$ cat src/rtl/imu_frame_deframer_decoder_core_assert.svh
// ---------------------------------------------------------------------------
// IMU deframer assertion macros
// Shared concurrent assertion forms, clocked on clk and quiet during rst.
// ---------------------------------------------------------------------------
`ifndef IMU_FRAME_DEFRAMER_DECODER_CORE_ASSERT_SVH
`define IMU_FRAME_DEFRAMER_DECODER_CORE_ASSERT_SVH

// Check a condition at every clock edge outside reset.
`define IFD_ASSERT_ALWAYS(lbl, cond, msg) \
  lbl: assert property (@(posedge clk) disable iff (rst) (cond)) else $error(msg);

// Check a condition in the same cycle as its trigger.
`define IFD_ASSERT_SAME(lbl, ante, cons, msg) \
  lbl: assert property (@(posedge clk) disable iff (rst) (ante) |-> (cons)) else $error(msg);

// Check a condition in the cycle after its trigger.
`define IFD_ASSERT_NEXT(lbl, ante, cons, msg) \
  lbl: assert property (@(posedge clk) disable iff (rst) (ante) |=> (cons)) else $error(msg);

`endif

$ cat src/rtl/imu_ffd_pkg.sv
// ---------------------------------------------------------------------------
// IMU deframer package
// Frame layout constants, register indexes and the decoded frame type.
// ---------------------------------------------------------------------------
`default_nettype none

package imu_ffd_pkg;

  localparam int FRAME_LEN = 14;
  localparam int FILL_W    = $clog2(FRAME_LEN);
  localparam int WIN_W     = (FRAME_LEN - 1) * 8;
  localparam int FULL_W    = FRAME_LEN * 8;

  localparam logic [FILL_W-1:0] FILL_LAST = FILL_W'(FRAME_LEN - 1);
  localparam logic [FILL_W-1:0] FILL_FULL = FILL_W'(FRAME_LEN);

  localparam logic [7:0] FRAME_HEAD = 8'hFF;
  localparam logic [7:0] FRAME_TAIL = 8'h0D;

  // Byte positions inside a frame
  localparam int POS_W     = 1;
  localparam int POS_X     = 3;
  localparam int POS_Y     = 5;
  localparam int POS_Z     = 7;
  localparam int POS_SPEED = 9;
  localparam int POS_MODE  = 11;
  localparam int POS_COLOR = 12;

  localparam int SQ_W  = 31;
  localparam int SUM_W = 33;
  localparam logic [SUM_W-1:0] NORM_LOW  = SUM_W'(90000000);
  localparam logic [SUM_W-1:0] NORM_HIGH = SUM_W'(110000000);

  localparam int SPEED_W = 18;
  localparam logic signed [15:0]        SPEED_LIMIT = 16'sd1000;
  localparam logic signed [SPEED_W-1:0] SPEED_SCALE = 18'sd100;

  localparam int CFG_IDX_W = 8;
  localparam logic [CFG_IDX_W-1:0] CFG_MODE_FORCED  = 8'd0;
  localparam logic [CFG_IDX_W-1:0] CFG_FORCED_VALUE = 8'd1;

  typedef struct packed {
    logic [15:0] w;
    logic [15:0] x;
    logic [15:0] y;
    logic [15:0] z;
    logic [15:0] speed;
    logic [7:0]  mode;
    logic [7:0]  color;
    logic        color_changed;
  } frame_t;

endpackage

`default_nettype wire

$ cat src/rtl/imu_ffd_window.sv
// ---------------------------------------------------------------------------
// IMU deframer byte window
// Collects bytes behind a header, checks the trailer, on a miss slides to
// the next header or empties, and registers a complete frame for decoding.
// ---------------------------------------------------------------------------
`default_nettype none

module imu_ffd_window (
  input  wire logic                clk,
  input  wire logic                rst,
  input  wire logic                accept,
  input  wire logic [7:0]          rx_byte,
  input  wire logic                mode_forced,
  input  wire logic [7:0]          forced_mode_value,
  input  wire logic                a_take,
  output logic                     a_valid,
  output imu_ffd_pkg::frame_t      a_frame
);
  import imu_ffd_pkg::*;

  `include "imu_frame_deframer_decoder_core_assert.svh"

  logic [WIN_W-1:0]  win;
  logic [WIN_W-1:0]  win_next;
  logic [FILL_W-1:0] window_fill;
  logic [FILL_W-1:0] window_fill_next;
  logic [7:0]        last_color;
  logic [FULL_W-1:0] full;
  logic [FULL_W-1:0] shifted;
  logic [FILL_W-1:0] shift_k;
  logic              found;
  logic              frame_hit;
  frame_t            frame_next;

  assign full      = {rx_byte, win};
  assign shifted   = full >> {shift_k, 3'b000};
  assign frame_hit = accept && (window_fill == FILL_LAST) && (rx_byte == FRAME_TAIL);

  // Find the first header after position zero
  always_comb begin
    shift_k = '0;
    found   = 1'b0;
    for (int i = FRAME_LEN - 1; i >= 1; i--) begin
      if (full[i*8 +: 8] == FRAME_HEAD) begin
        shift_k = FILL_W'(i);
        found   = 1'b1;
      end
    end
  end

  always_comb begin
    win_next         = win;
    window_fill_next = window_fill;
    if (accept) begin
      if (window_fill == '0 && rx_byte != FRAME_HEAD) begin
        window_fill_next = '0;
      end else if (window_fill != FILL_LAST) begin
        for (int j = 0; j < FRAME_LEN - 1; j++) begin
          if (window_fill == FILL_W'(j)) begin
            win_next[j*8 +: 8] = rx_byte;
          end
        end
        window_fill_next = window_fill + 1'b1;
      end else if (rx_byte == FRAME_TAIL) begin
        window_fill_next = '0;
      end else if (found) begin
        win_next         = shifted[WIN_W-1:0];
        window_fill_next = FILL_FULL - shift_k;
      end else begin
        window_fill_next = '0;
      end
    end
  end

  always_comb begin
    frame_next.w             = {full[(POS_W+1)*8 +: 8], full[POS_W*8 +: 8]};
    frame_next.x             = {full[(POS_X+1)*8 +: 8], full[POS_X*8 +: 8]};
    frame_next.y             = {full[(POS_Y+1)*8 +: 8], full[POS_Y*8 +: 8]};
    frame_next.z             = {full[(POS_Z+1)*8 +: 8], full[POS_Z*8 +: 8]};
    frame_next.speed         = {full[(POS_SPEED+1)*8 +: 8], full[POS_SPEED*8 +: 8]};
    frame_next.mode          = mode_forced ? forced_mode_value : full[POS_MODE*8 +: 8];
    frame_next.color         = full[POS_COLOR*8 +: 8];
    frame_next.color_changed = (full[POS_COLOR*8 +: 8] != last_color);
  end

  always_ff @(posedge clk) begin
    win <= win_next;
    if (frame_hit) begin
      a_frame <= frame_next;
    end
    if (rst) begin
      window_fill <= '0;
      last_color  <= '0;
      a_valid     <= 1'b0;
    end else begin
      window_fill <= window_fill_next;
      if (frame_hit) begin
        last_color <= frame_next.color;
        a_valid    <= 1'b1;
      end else if (a_take) begin
        a_valid <= 1'b0;
      end
    end
  end

  `IFD_ASSERT_ALWAYS(a_fill_range, window_fill <= FILL_LAST, "window fill out of range")
  `IFD_ASSERT_SAME(a_head_first, window_fill != '0, win[7:0] == FRAME_HEAD,
    "window does not start with a header")
  `IFD_ASSERT_NEXT(a_frame_load, frame_hit,
    a_valid && window_fill == '0 && last_color == a_frame.color,
    "frame load did not update stage or color")

endmodule

`default_nettype wire

$ cat src/rtl/imu_ffd_norm.sv
// ---------------------------------------------------------------------------
// IMU deframer decode pipeline
// Squares the quaternion words, checks the norm window, scales small speeds
// and holds the result word for the output channel.
// ---------------------------------------------------------------------------
`default_nettype none

module imu_ffd_norm (
  input  wire logic                       clk,
  input  wire logic                       rst,
  input  wire logic                       a_valid,
  input  wire imu_ffd_pkg::frame_t        a_frame,
  output logic                            a_take,
  input  wire logic                       out_stall,
  output logic                            out_valid,
  output imu_ffd_pkg::frame_t             out_frame,
  output logic                            out_ok,
  output logic [imu_ffd_pkg::SPEED_W-1:0] out_speed
);
  import imu_ffd_pkg::*;

  `include "imu_frame_deframer_decoder_core_assert.svh"

  logic               b_valid;
  frame_t             b_frame;
  logic [SQ_W-1:0]    b_sq_w;
  logic [SQ_W-1:0]    b_sq_x;
  logic [SQ_W-1:0]    b_sq_y;
  logic [SQ_W-1:0]    b_sq_z;
  logic [SPEED_W-1:0] b_speed;
  logic [SUM_W-1:0]   sum;
  logic               o_free;
  logic               b_free;
  logic signed [31:0] prod_w;
  logic signed [31:0] prod_x;
  logic signed [31:0] prod_y;
  logic signed [31:0] prod_z;
  logic signed [SPEED_W-1:0] speed_ext;
  logic signed [SPEED_W-1:0] speed_scaled;
  logic               speed_big;

  assign o_free = !out_valid || !out_stall;
  assign b_free = !b_valid || o_free;
  assign a_take = b_free;

  assign prod_w = $signed(a_frame.w) * $signed(a_frame.w);
  assign prod_x = $signed(a_frame.x) * $signed(a_frame.x);
  assign prod_y = $signed(a_frame.y) * $signed(a_frame.y);
  assign prod_z = $signed(a_frame.z) * $signed(a_frame.z);

  assign speed_ext    = SPEED_W'($signed(a_frame.speed));
  assign speed_scaled = speed_ext * SPEED_SCALE;
  assign speed_big    = ($signed(a_frame.speed) >= SPEED_LIMIT) ||
                        ($signed(a_frame.speed) <= -SPEED_LIMIT);

  assign sum = SUM_W'(b_sq_w) + SUM_W'(b_sq_x) + SUM_W'(b_sq_y) + SUM_W'(b_sq_z);

  always_ff @(posedge clk) begin
    if (a_valid && b_free) begin
      b_frame <= a_frame;
      b_sq_w  <= prod_w[SQ_W-1:0];
      b_sq_x  <= prod_x[SQ_W-1:0];
      b_sq_y  <= prod_y[SQ_W-1:0];
      b_sq_z  <= prod_z[SQ_W-1:0];
      b_speed <= speed_big ? speed_ext : speed_scaled;
    end
    if (b_valid && o_free) begin
      out_frame <= b_frame;
      out_ok    <= (sum >= NORM_LOW) && (sum <= NORM_HIGH);
      out_speed <= b_speed;
    end
    if (rst) begin
      b_valid   <= 1'b0;
      out_valid <= 1'b0;
    end else begin
      if (b_free) begin
        b_valid <= a_valid;
      end
      if (o_free) begin
        out_valid <= b_valid;
      end
    end
  end

  `IFD_ASSERT_NEXT(a_b_hold, b_valid && !o_free, b_valid && $stable(b_sq_w) && $stable(b_speed),
    "square stage lost its word while stalled")
  `IFD_ASSERT_NEXT(a_b_move, b_valid && o_free, out_valid, "square stage word not delivered")
  `IFD_ASSERT_SAME(a_speed_range, out_valid,
    $signed(out_speed) <= 18'sd99900 && $signed(out_speed) >= -18'sd99900,
    "speed outside scaled range")

endmodule

`default_nettype wire

$ cat src/rtl/imu_frame_deframer_decoder_core.sv
// ---------------------------------------------------------------------------
// IMU frame deframer and decoder
// Finds 14-byte header/trailer frames in a received byte stream and decodes
// quaternion, norm check, bullet speed, mode and enemy color.
// ---------------------------------------------------------------------------
//
//   channel | signals                                   | direction
//   --------+-------------------------------------------+----------
//   in      | in_valid, in_stall, rx_byte               | byte words in
//   out     | out_valid, out_stall, quat_*, speed_centi, | decoded word out
//           | mode_out, color_out, color_changed        |
//   cfg     | cfg_valid, cfg_ready, cfg_index, cfg_data  | register writes
//
// A byte is taken every cycle while in_stall is low; the window update and
// trailer check run in the cycle of arrival. After the trailer byte a decoded
// word passes the frame register, square register and result register.
// Reset (rst, synchronous) empties the window, clears the stored color and
// the pipeline valids, and sets both config registers to zero.
// A stalled output keeps taking bytes while the frame and square stages
// have room; in_stall rises only when the frame register is held.
// ---------------------------------------------------------------------------
`default_nettype none

module imu_frame_deframer_decoder_core (
  input  wire logic                         clk,
  input  wire logic                         rst,
  // byte input
  input  wire logic                         in_valid,
  output logic                              in_stall,
  input  wire logic [7:0]                   rx_byte,
  // decoded output
  output logic                              out_valid,
  input  wire logic                         out_stall,
  output logic signed [15:0]                quat_w,
  output logic signed [15:0]                quat_x,
  output logic signed [15:0]                quat_y,
  output logic signed [15:0]                quat_z,
  output logic                              quat_ok,
  output logic signed [17:0]                speed_centi,
  output logic [7:0]                        mode_out,
  output logic [7:0]                        color_out,
  output logic                              color_changed,
  // configuration writes
  input  wire logic                         cfg_valid,
  output logic                              cfg_ready,
  input  wire logic [imu_ffd_pkg::CFG_IDX_W-1:0] cfg_index,
  input  wire logic [7:0]                   cfg_data
);
  import imu_ffd_pkg::*;

  logic   mode_forced;
  logic [7:0] forced_mode_value;
  logic   a_valid;
  logic   a_take;
  frame_t a_frame;
  frame_t out_frame;
  logic   out_ok;
  logic [SPEED_W-1:0] out_speed;
  logic   accept;

  // Registers are always writable; unknown indexes drop the word.
  assign cfg_ready = 1'b1;

  always_ff @(posedge clk) begin
    if (rst) begin
      mode_forced       <= 1'b0;
      forced_mode_value <= '0;
    end else if (cfg_valid && cfg_ready) begin
      unique case (cfg_index)
        CFG_MODE_FORCED:  mode_forced       <= cfg_data[0];
        CFG_FORCED_VALUE: forced_mode_value <= cfg_data;
        default: ;
      endcase
    end
  end

  // Hold input bytes only while a finished frame cannot leave its register.
  assign in_stall = a_valid && !a_take;
  assign accept   = in_valid && !in_stall;

  imu_ffd_window u_window (
    .clk               (clk),
    .rst               (rst),
    .accept            (accept),
    .rx_byte           (rx_byte),
    .mode_forced       (mode_forced),
    .forced_mode_value (forced_mode_value),
    .a_take            (a_take),
    .a_valid           (a_valid),
    .a_frame           (a_frame)
  );

  imu_ffd_norm u_norm (
    .clk       (clk),
    .rst       (rst),
    .a_valid   (a_valid),
    .a_frame   (a_frame),
    .a_take    (a_take),
    .out_stall (out_stall),
    .out_valid (out_valid),
    .out_frame (out_frame),
    .out_ok    (out_ok),
    .out_speed (out_speed)
  );

  assign quat_w        = out_frame.w;
  assign quat_x        = out_frame.x;
  assign quat_y        = out_frame.y;
  assign quat_z        = out_frame.z;
  assign quat_ok       = out_ok;
  assign speed_centi   = out_speed;
  assign mode_out      = out_frame.mode;
  assign color_out     = out_frame.color;
  assign color_changed = out_frame.color_changed;

endmodule

`default_nettype wire

$ cat config.mk
export PLATFORM = sky130hd
export DESIGN_NAME = imu_frame_deframer_decoder_core
export DESIGN_NICKNAME = d
export VERILOG_FILES = /design/src/rtl/imu_ffd_pkg.sv /design/src/rtl/imu_ffd_window.sv /design/src/rtl/imu_ffd_norm.sv /design/src/rtl/imu_frame_deframer_decoder_core.sv
export VERILOG_INCLUDE_DIRS = /design/src /design/src/rtl
export SDC_FILE = /design/constraint.sdc
export NUM_CORES = 2
export LEC_CHECK = 0
export BUFFER_PORTS_ARGS = -buffer_cell sky130_fd_sc_hd__buf_4
export CELL_PAD_IN_SITES_DETAIL_PLACEMENT = 1
export CELL_PAD_IN_SITES_GLOBAL_PLACEMENT = 2
export CORE_MARGIN = 4
export CORE_UTILIZATION = 42
export CTS_CLUSTER_DIAMETER = 30
export DETAILED_ROUTE_END_ITERATION = 16
export PLACE_DENSITY_LB_ADDON = 0.25
export SYNTH_ARGS = -nofsm -noshare
export SYNTH_HDL_FRONTEND = slang
export SYNTH_HIERARCHICAL = 1
export SYNTH_SLANG_ARGS = --single-unit
$ cat constraint.sdc
create_clock -name clk -period 19.32 [get_ports clk]
set_input_delay 1.932 -clock clk [delete_from_list [all_inputs] [get_ports clk]]
set_output_delay 1.932 -clock clk [all_outputs]
set_load 0.01 [all_outputs]
* After elaboration in Yosys (flattened, before gate mapping)
Index checks and enable logic that the tools add are counted.
** Storage, ports and cells
- Register bits :: 548
- Input port bits :: 29
- Output and inout bits :: 103
- Logic and storage cells :: 196
** Operators by class
- $add $sub $neg :: 5
- Multiply operators :: 5
- Order comparisons :: 4
- Eq/ne operators :: 45
- Shift-type cells :: 1
- Muxes and demuxes :: 50
- Bitwise logic cells :: 1
- Reductions and logical operators :: 35
** Operators with widths (count)
- 104-bit two-way mux :: 3
- 16-bit by 16-bit multiplier with 31-bit output :: 4
- 8-bit two-way mux :: 14
- 112-bit by 7-bit >> shifter with 104-bit output :: 1
- 8-bit equality test (second input constant) :: 13
- 4-bit two-way mux :: 17
- 33-bit by 31-bit adder with 33-bit output :: 2
- 5-bit AND reduction :: 13
- 33-bit by 27-bit >= comparator with 1-bit output (second input constant) :: 1
- 33-bit by 27-bit less-or-equal comparator with 1-bit output (second input constant) :: 1
- 31-bit by 31-bit adder with 32-bit output :: 1
- 2-bit inequality test (second input constant) :: 13
- 4-bit equality test (second input constant) :: 6
- 18-bit two-way mux :: 1
- 4-bit by 3-bit equality test with 1-bit output (second input constant) :: 4
- 16-bit by 11-bit >= comparator with 1-bit output (second input constant) :: 1
- 16-bit by 11-bit less-or-equal comparator with 1-bit output (second input constant) :: 1
- 16-bit by 6-bit multiplier with 16-bit output (second input constant) :: 1
- 1-bit two-way mux :: 15
- 4-bit by 2-bit equality test with 1-bit output (second input constant) :: 2
- 8-bit by 1-bit equality test with 1-bit output (second input constant) :: 1
- 8-bit by 4-bit equality test with 1-bit output (second input constant) :: 1
- 1-bit logical AND :: 8
- 8-bit logical NOT :: 1
- 13 further kinds :: 21

* Logic depth before layout (Yosys ltp)
- Depth in word-level cells :: 19
- Gate-level depth with buffers :: 27
- Gate-level depth less buffers :: 25

* By module
The synthesis kept the hierarchy.
** Modules (own cells, without submodules)
- imu_ffd_norm :: instances 1, cells an instance 4744, area each 49617.6 sq um, seq. area each 10460.0 sq um
- imu_ffd_window :: instances 1, cells an instance 872, area each 10901.7 sq um, seq. area each 6055.8 sq um
- imu_frame_deframer_decoder_core :: instances 1, cells an instance 50, area each 467.9 sq um, seq. area each 180.2 sq um

* Least setup slack after synthesis
OpenSTA, ideal clock, no wires.
- Path kind :: input to register
- Start point :: in out_stall
- End point :: reg u_norm/out_frame[0] (netlist name)
- Setup time :: 0.767 ns
- Arrival :: 10.325 ns
- Data required time :: 18.553 ns
- Slack :: 8.228 ns
- Stages :: 1
- Path buffers :: 0
- Cell sequence :: a21boi_0
** On the way
- Longest elaborated chain between the ends :: 3
** RTL lines
- start: declaration :: RTL line imu_frame_deframer_decoder_core.sv:33 : input wire logic out_stall,
- 1-bit logical NOT :: RTL line imu_ffd_norm.sv:42 : assign o_free = !out_valid || !out_stall;
- 1-bit logical OR :: RTL line imu_ffd_norm.sv:42
- 1-bit logical AND :: RTL line imu_ffd_norm.sv:67 : if (b_valid && o_free) begin
Every way passes these cells.
A chain may end at the register's enable or synchronous reset.

* Final worst setup path
- Start point :: reg u_window/a_frame[86] (netlist name)
- End point :: reg u_norm.b_sq_w[30] (data pin)
** On the way
- Longest elaborated chain between the ends :: 1
** RTL lines
- 16-bit by 16-bit multiplier with 31-bit output :: RTL line imu_ffd_norm.sv:46 : assign prod_w = $signed(a_frame.w) * $signed(a_frame.w);
- via u_norm.prod_w[30] :: RTL line imu_ffd_norm.sv:34 : logic signed [31:0] prod_w;
- end signal: assignment :: RTL line imu_ffd_norm.sv:61 : b_sq_w <= prod_w[SQ_W-1:0];
- end: declaration :: RTL line imu_ffd_norm.sv:26 : logic [SQ_W-1:0] b_sq_w;
The timed path passes the listed nets, and every way through them passes these cells.

==> out/qor.csv <==
stage;metric;value;unit
outcome;outcome;complete, no violations;
cells_and_area;final core occ;48.5;%
die;core area;142000;µm²
clocking;CTS tree;yes;
clocking;clk sinks;532;
timing;worst slew pin tran;1460;ps
die;Initial Utilization;42.3;%
clocking;number of setup buffers added after CTS;0;
power_and_ir_drop;Sw Share;21.4;%
global_route;antenna violations before repair;7;
power_and_ir_drop;clock share of power;68.8;%
route;drt wl/cell;22.7;µm
timing;crit share post-route;39.2;%
critical_path;CP max stage cell;edfxtp_1;
power_and_ir_drop;power per standard cell area;59.7;nW/µm²
power_and_ir_drop;internal power;0.00323;W
logic_synthesis;Synth Cell Area;60000;µm²
clocking;clock slew seen by the registers of the worst setup and hold paths;50;ps
clocking;H-tree levels;4;
die;die width;386;µm
die;die height;386;µm
die;Site Rows;138;
place;Port Buffers;130;
clocking;CTS Root Cell;clkbuf_16;
place;gp weighted congestion;0.891;
clocking;Clock Latency Late Sink;790;ps
global_route;largest net degree at the start of global routing;65;
logic_synthesis;Synth warnings;6;
timing;Slew HR;2.52;%
cells_and_area;fill count;15200;
die;total die area;149000;µm²
route;DRC Markers;0;
die;I/O pins;132;
cells_and_area;Area growth syn-to-layout;14.6;%
timing;Setup TNS;0;ps
power_and_ir_drop;peak supply drop;0.0825;mV
timing;RSZ-0062 raised after global routing;false;
place;Detailed Place HPWL;137;mm
clocking;clock buffer depth;3;
timing;Fin. Hold Viols;0;
flow_run;Max Cap Viol;0;
clocking;hold-fix buffers at CTS;0;
route;DR pass1 iterations;5;
power_and_ir_drop;Reg power frac;30.5;%
critical_path;Setup CP Type;flop to flop;
global_route;first-pass GRT wire length;279;mm
global_route;grt total ovfl;0;
logic_synthesis;average size of a mapped cell;10.7;µm²
route;DR iter-0 viols;2809;
critical_path;CP Capture Type;flop;
cells_and_area;proportion of layout cells with a drive suffix above 1;9.24;%
timing;Final Skew;68.6;ps
critical_path;WP data required;19820;ps
route;via/cell ratio;5.24;
critical_path;critical path's most frequent cell;fa_1;
power_and_ir_drop;Pleak;32.0;nW
clocking;TritonCTS buffer count;153;
critical_path;critical path, cell by cell;nand2_1 > fa_1 > fa_1 > inv_1 > fa_1 > inv_1 > fa_1 > fa_1 > fa_1 > inv_1 > ha_1 > a21o_1 > a21o_1 > o21ai_1 > nor2b_1 > o221ai_1 > o41a_1 > a2111oi_0 > o21bai_1 > a21oi_1 > xnor2_1;
route;via count;41000;
global_route;GR Util All Layers;24.6;%
cells_and_area;commonest cells after routing, fill and taps aside;1431 x inv_1, 985 x fa_1, 508 x edfxtp_1;
route;Antenna Nets Post-Route;0;
hold_path;Worst Hold Class;flop to flop;
power_and_ir_drop;Combinational Power Share;0.7;%
power_and_ir_drop;Overall Power;0.00411;W
timing;max-slew violations;0;
cells_and_area;most common cell after layout, fill and taps aside;inv_1;
route;Total Wirelength;177;mm
logic_synthesis;Syn Inst Count;5634;
critical_path;Critical Path Max Stage Delay;1040;ps
timing;# setup viols final;0;
critical_path;Worst Path Arrival;8070;ps
timing;fmax;0.132;GHz
critical_path;worst-path maximum fanout;20;
timing;crit path time final;7580;ps
global_route;vias in the first global route;47100;
power_and_ir_drop;NetSw;0.000877;W
clocking;Gates resized, CTS repair;0;
cells_and_area;Final nets;7252;
logic_synthesis;syn nets;7083;
critical_path;Worst Setup Start Kind;flop;
-- sequential cells by signal, indices dropped and copies added, names as in the netlist, 4 cells and up --
signal and count:
u_window/win 96, u_norm/b_frame 81, u_norm/out_speed 18, u_norm/b_sq_y 29, u_norm/out_frame 81, u_window/window_fill 4, u_norm/b_sq_x 29, u_norm/b_sq_w 29
u_window/a_frame 97, u_window/last_color 8, u_norm/b_sq_z 29, u_norm/b_speed 18, forced_mode_value 8
-- critical path: cells and delay by family, from the launching register on --
family	cells	cell delay (ps)
AO/OA/AOI/OAI	8	2100
XOR/XNOR	1	90
adder cells (fa/ha/maj)	7	3390
buffers and inverters	3	150
flip-flops	1	1040
AND/OR/NAND/NOR	2	520
-- power groups by stage --
stage,Clock [W],Combinational [W],Sequential (W)
2_1_floorplan,0,0.0000156,0.00127
3_3_place_gp,0,0.0000276,0.00127
3_5_place_dp,0,0.0000282,0.00127
4_1_cts,0.00287,0.0000285,0.00125
5_1_grt,0.00295,0.0000309,0.00125
6_report,0.00283,0.0000294,0.00125
-- worst paths after layout --
check / from / to / slack (ps) / cells after the start
worst max-delay path: u_window/a_frame[86]$_DFFE_PP_ / u_norm/b_sq_w[30]$_DFFE_PP_ / 11740 / 21
worst min-delay path: u_norm/b_frame[66]$_DFFE_PP_ / u_norm/out_frame[66]$_DFFE_PP_ / 400 / 0
worst max register to register: u_window/a_frame[86]$_DFFE_PP_ / u_norm/b_sq_w[30]$_DFFE_PP_ / 11740 / 21
worst min register to register: u_norm/b_frame[66]$_DFFE_PP_ / u_norm/out_frame[66]$_DFFE_PP_ / 400 / 0
-- per-layer routing --
metal  wire length (µm)  vias up  part of all wire, %  global-route usage [%]
met4               4130        4                  2.3                    5.99
met1              76900    21500                   43                    32.9
li1                   -    18200                    -                       -
met5                 30        -                0.017                       0
met3               9590      251                  5.4                    4.32
met2              86700     1070                   49                    41.7
-- layout make-up --
type / count / area [µm²] / share of cell area, %
tap: 1890 / 2360 / 3.44
timing repair buffer: 176 / 1320 / 1.92
clock inverter: 106 / 1790 / 2.60
inverter: 1440 / 5410 / 7.86
sequential: 532 / 15700 / 22.9
clock buffer: 178 / 3990 / 5.79
antenna: 2 / 5.00 / 0.00727
multi-input combinational: 3500 / 38200 / 55.5
-- stage by stage --
| stage | worst slack (ps) | hold WS, ps | cell area [µm²] | std cells |
|---|---|---|---|---|
| finish | 11740 | 402 | 68800 | 7824 |
| global route | 11440 | 406 | 68800 | 7822 |
| CTS | 11780 | 400 | 68800 | 7822 |
| detailed placement | 11820 | 405 | 63000 | 7538 |
| global placement | 12070 | 401 | 63000 | 7538 |
| floorplan | 9430 | 400 | 60000 | 5634 |
No activity file was read; power rests on OpenSTA's default activity.
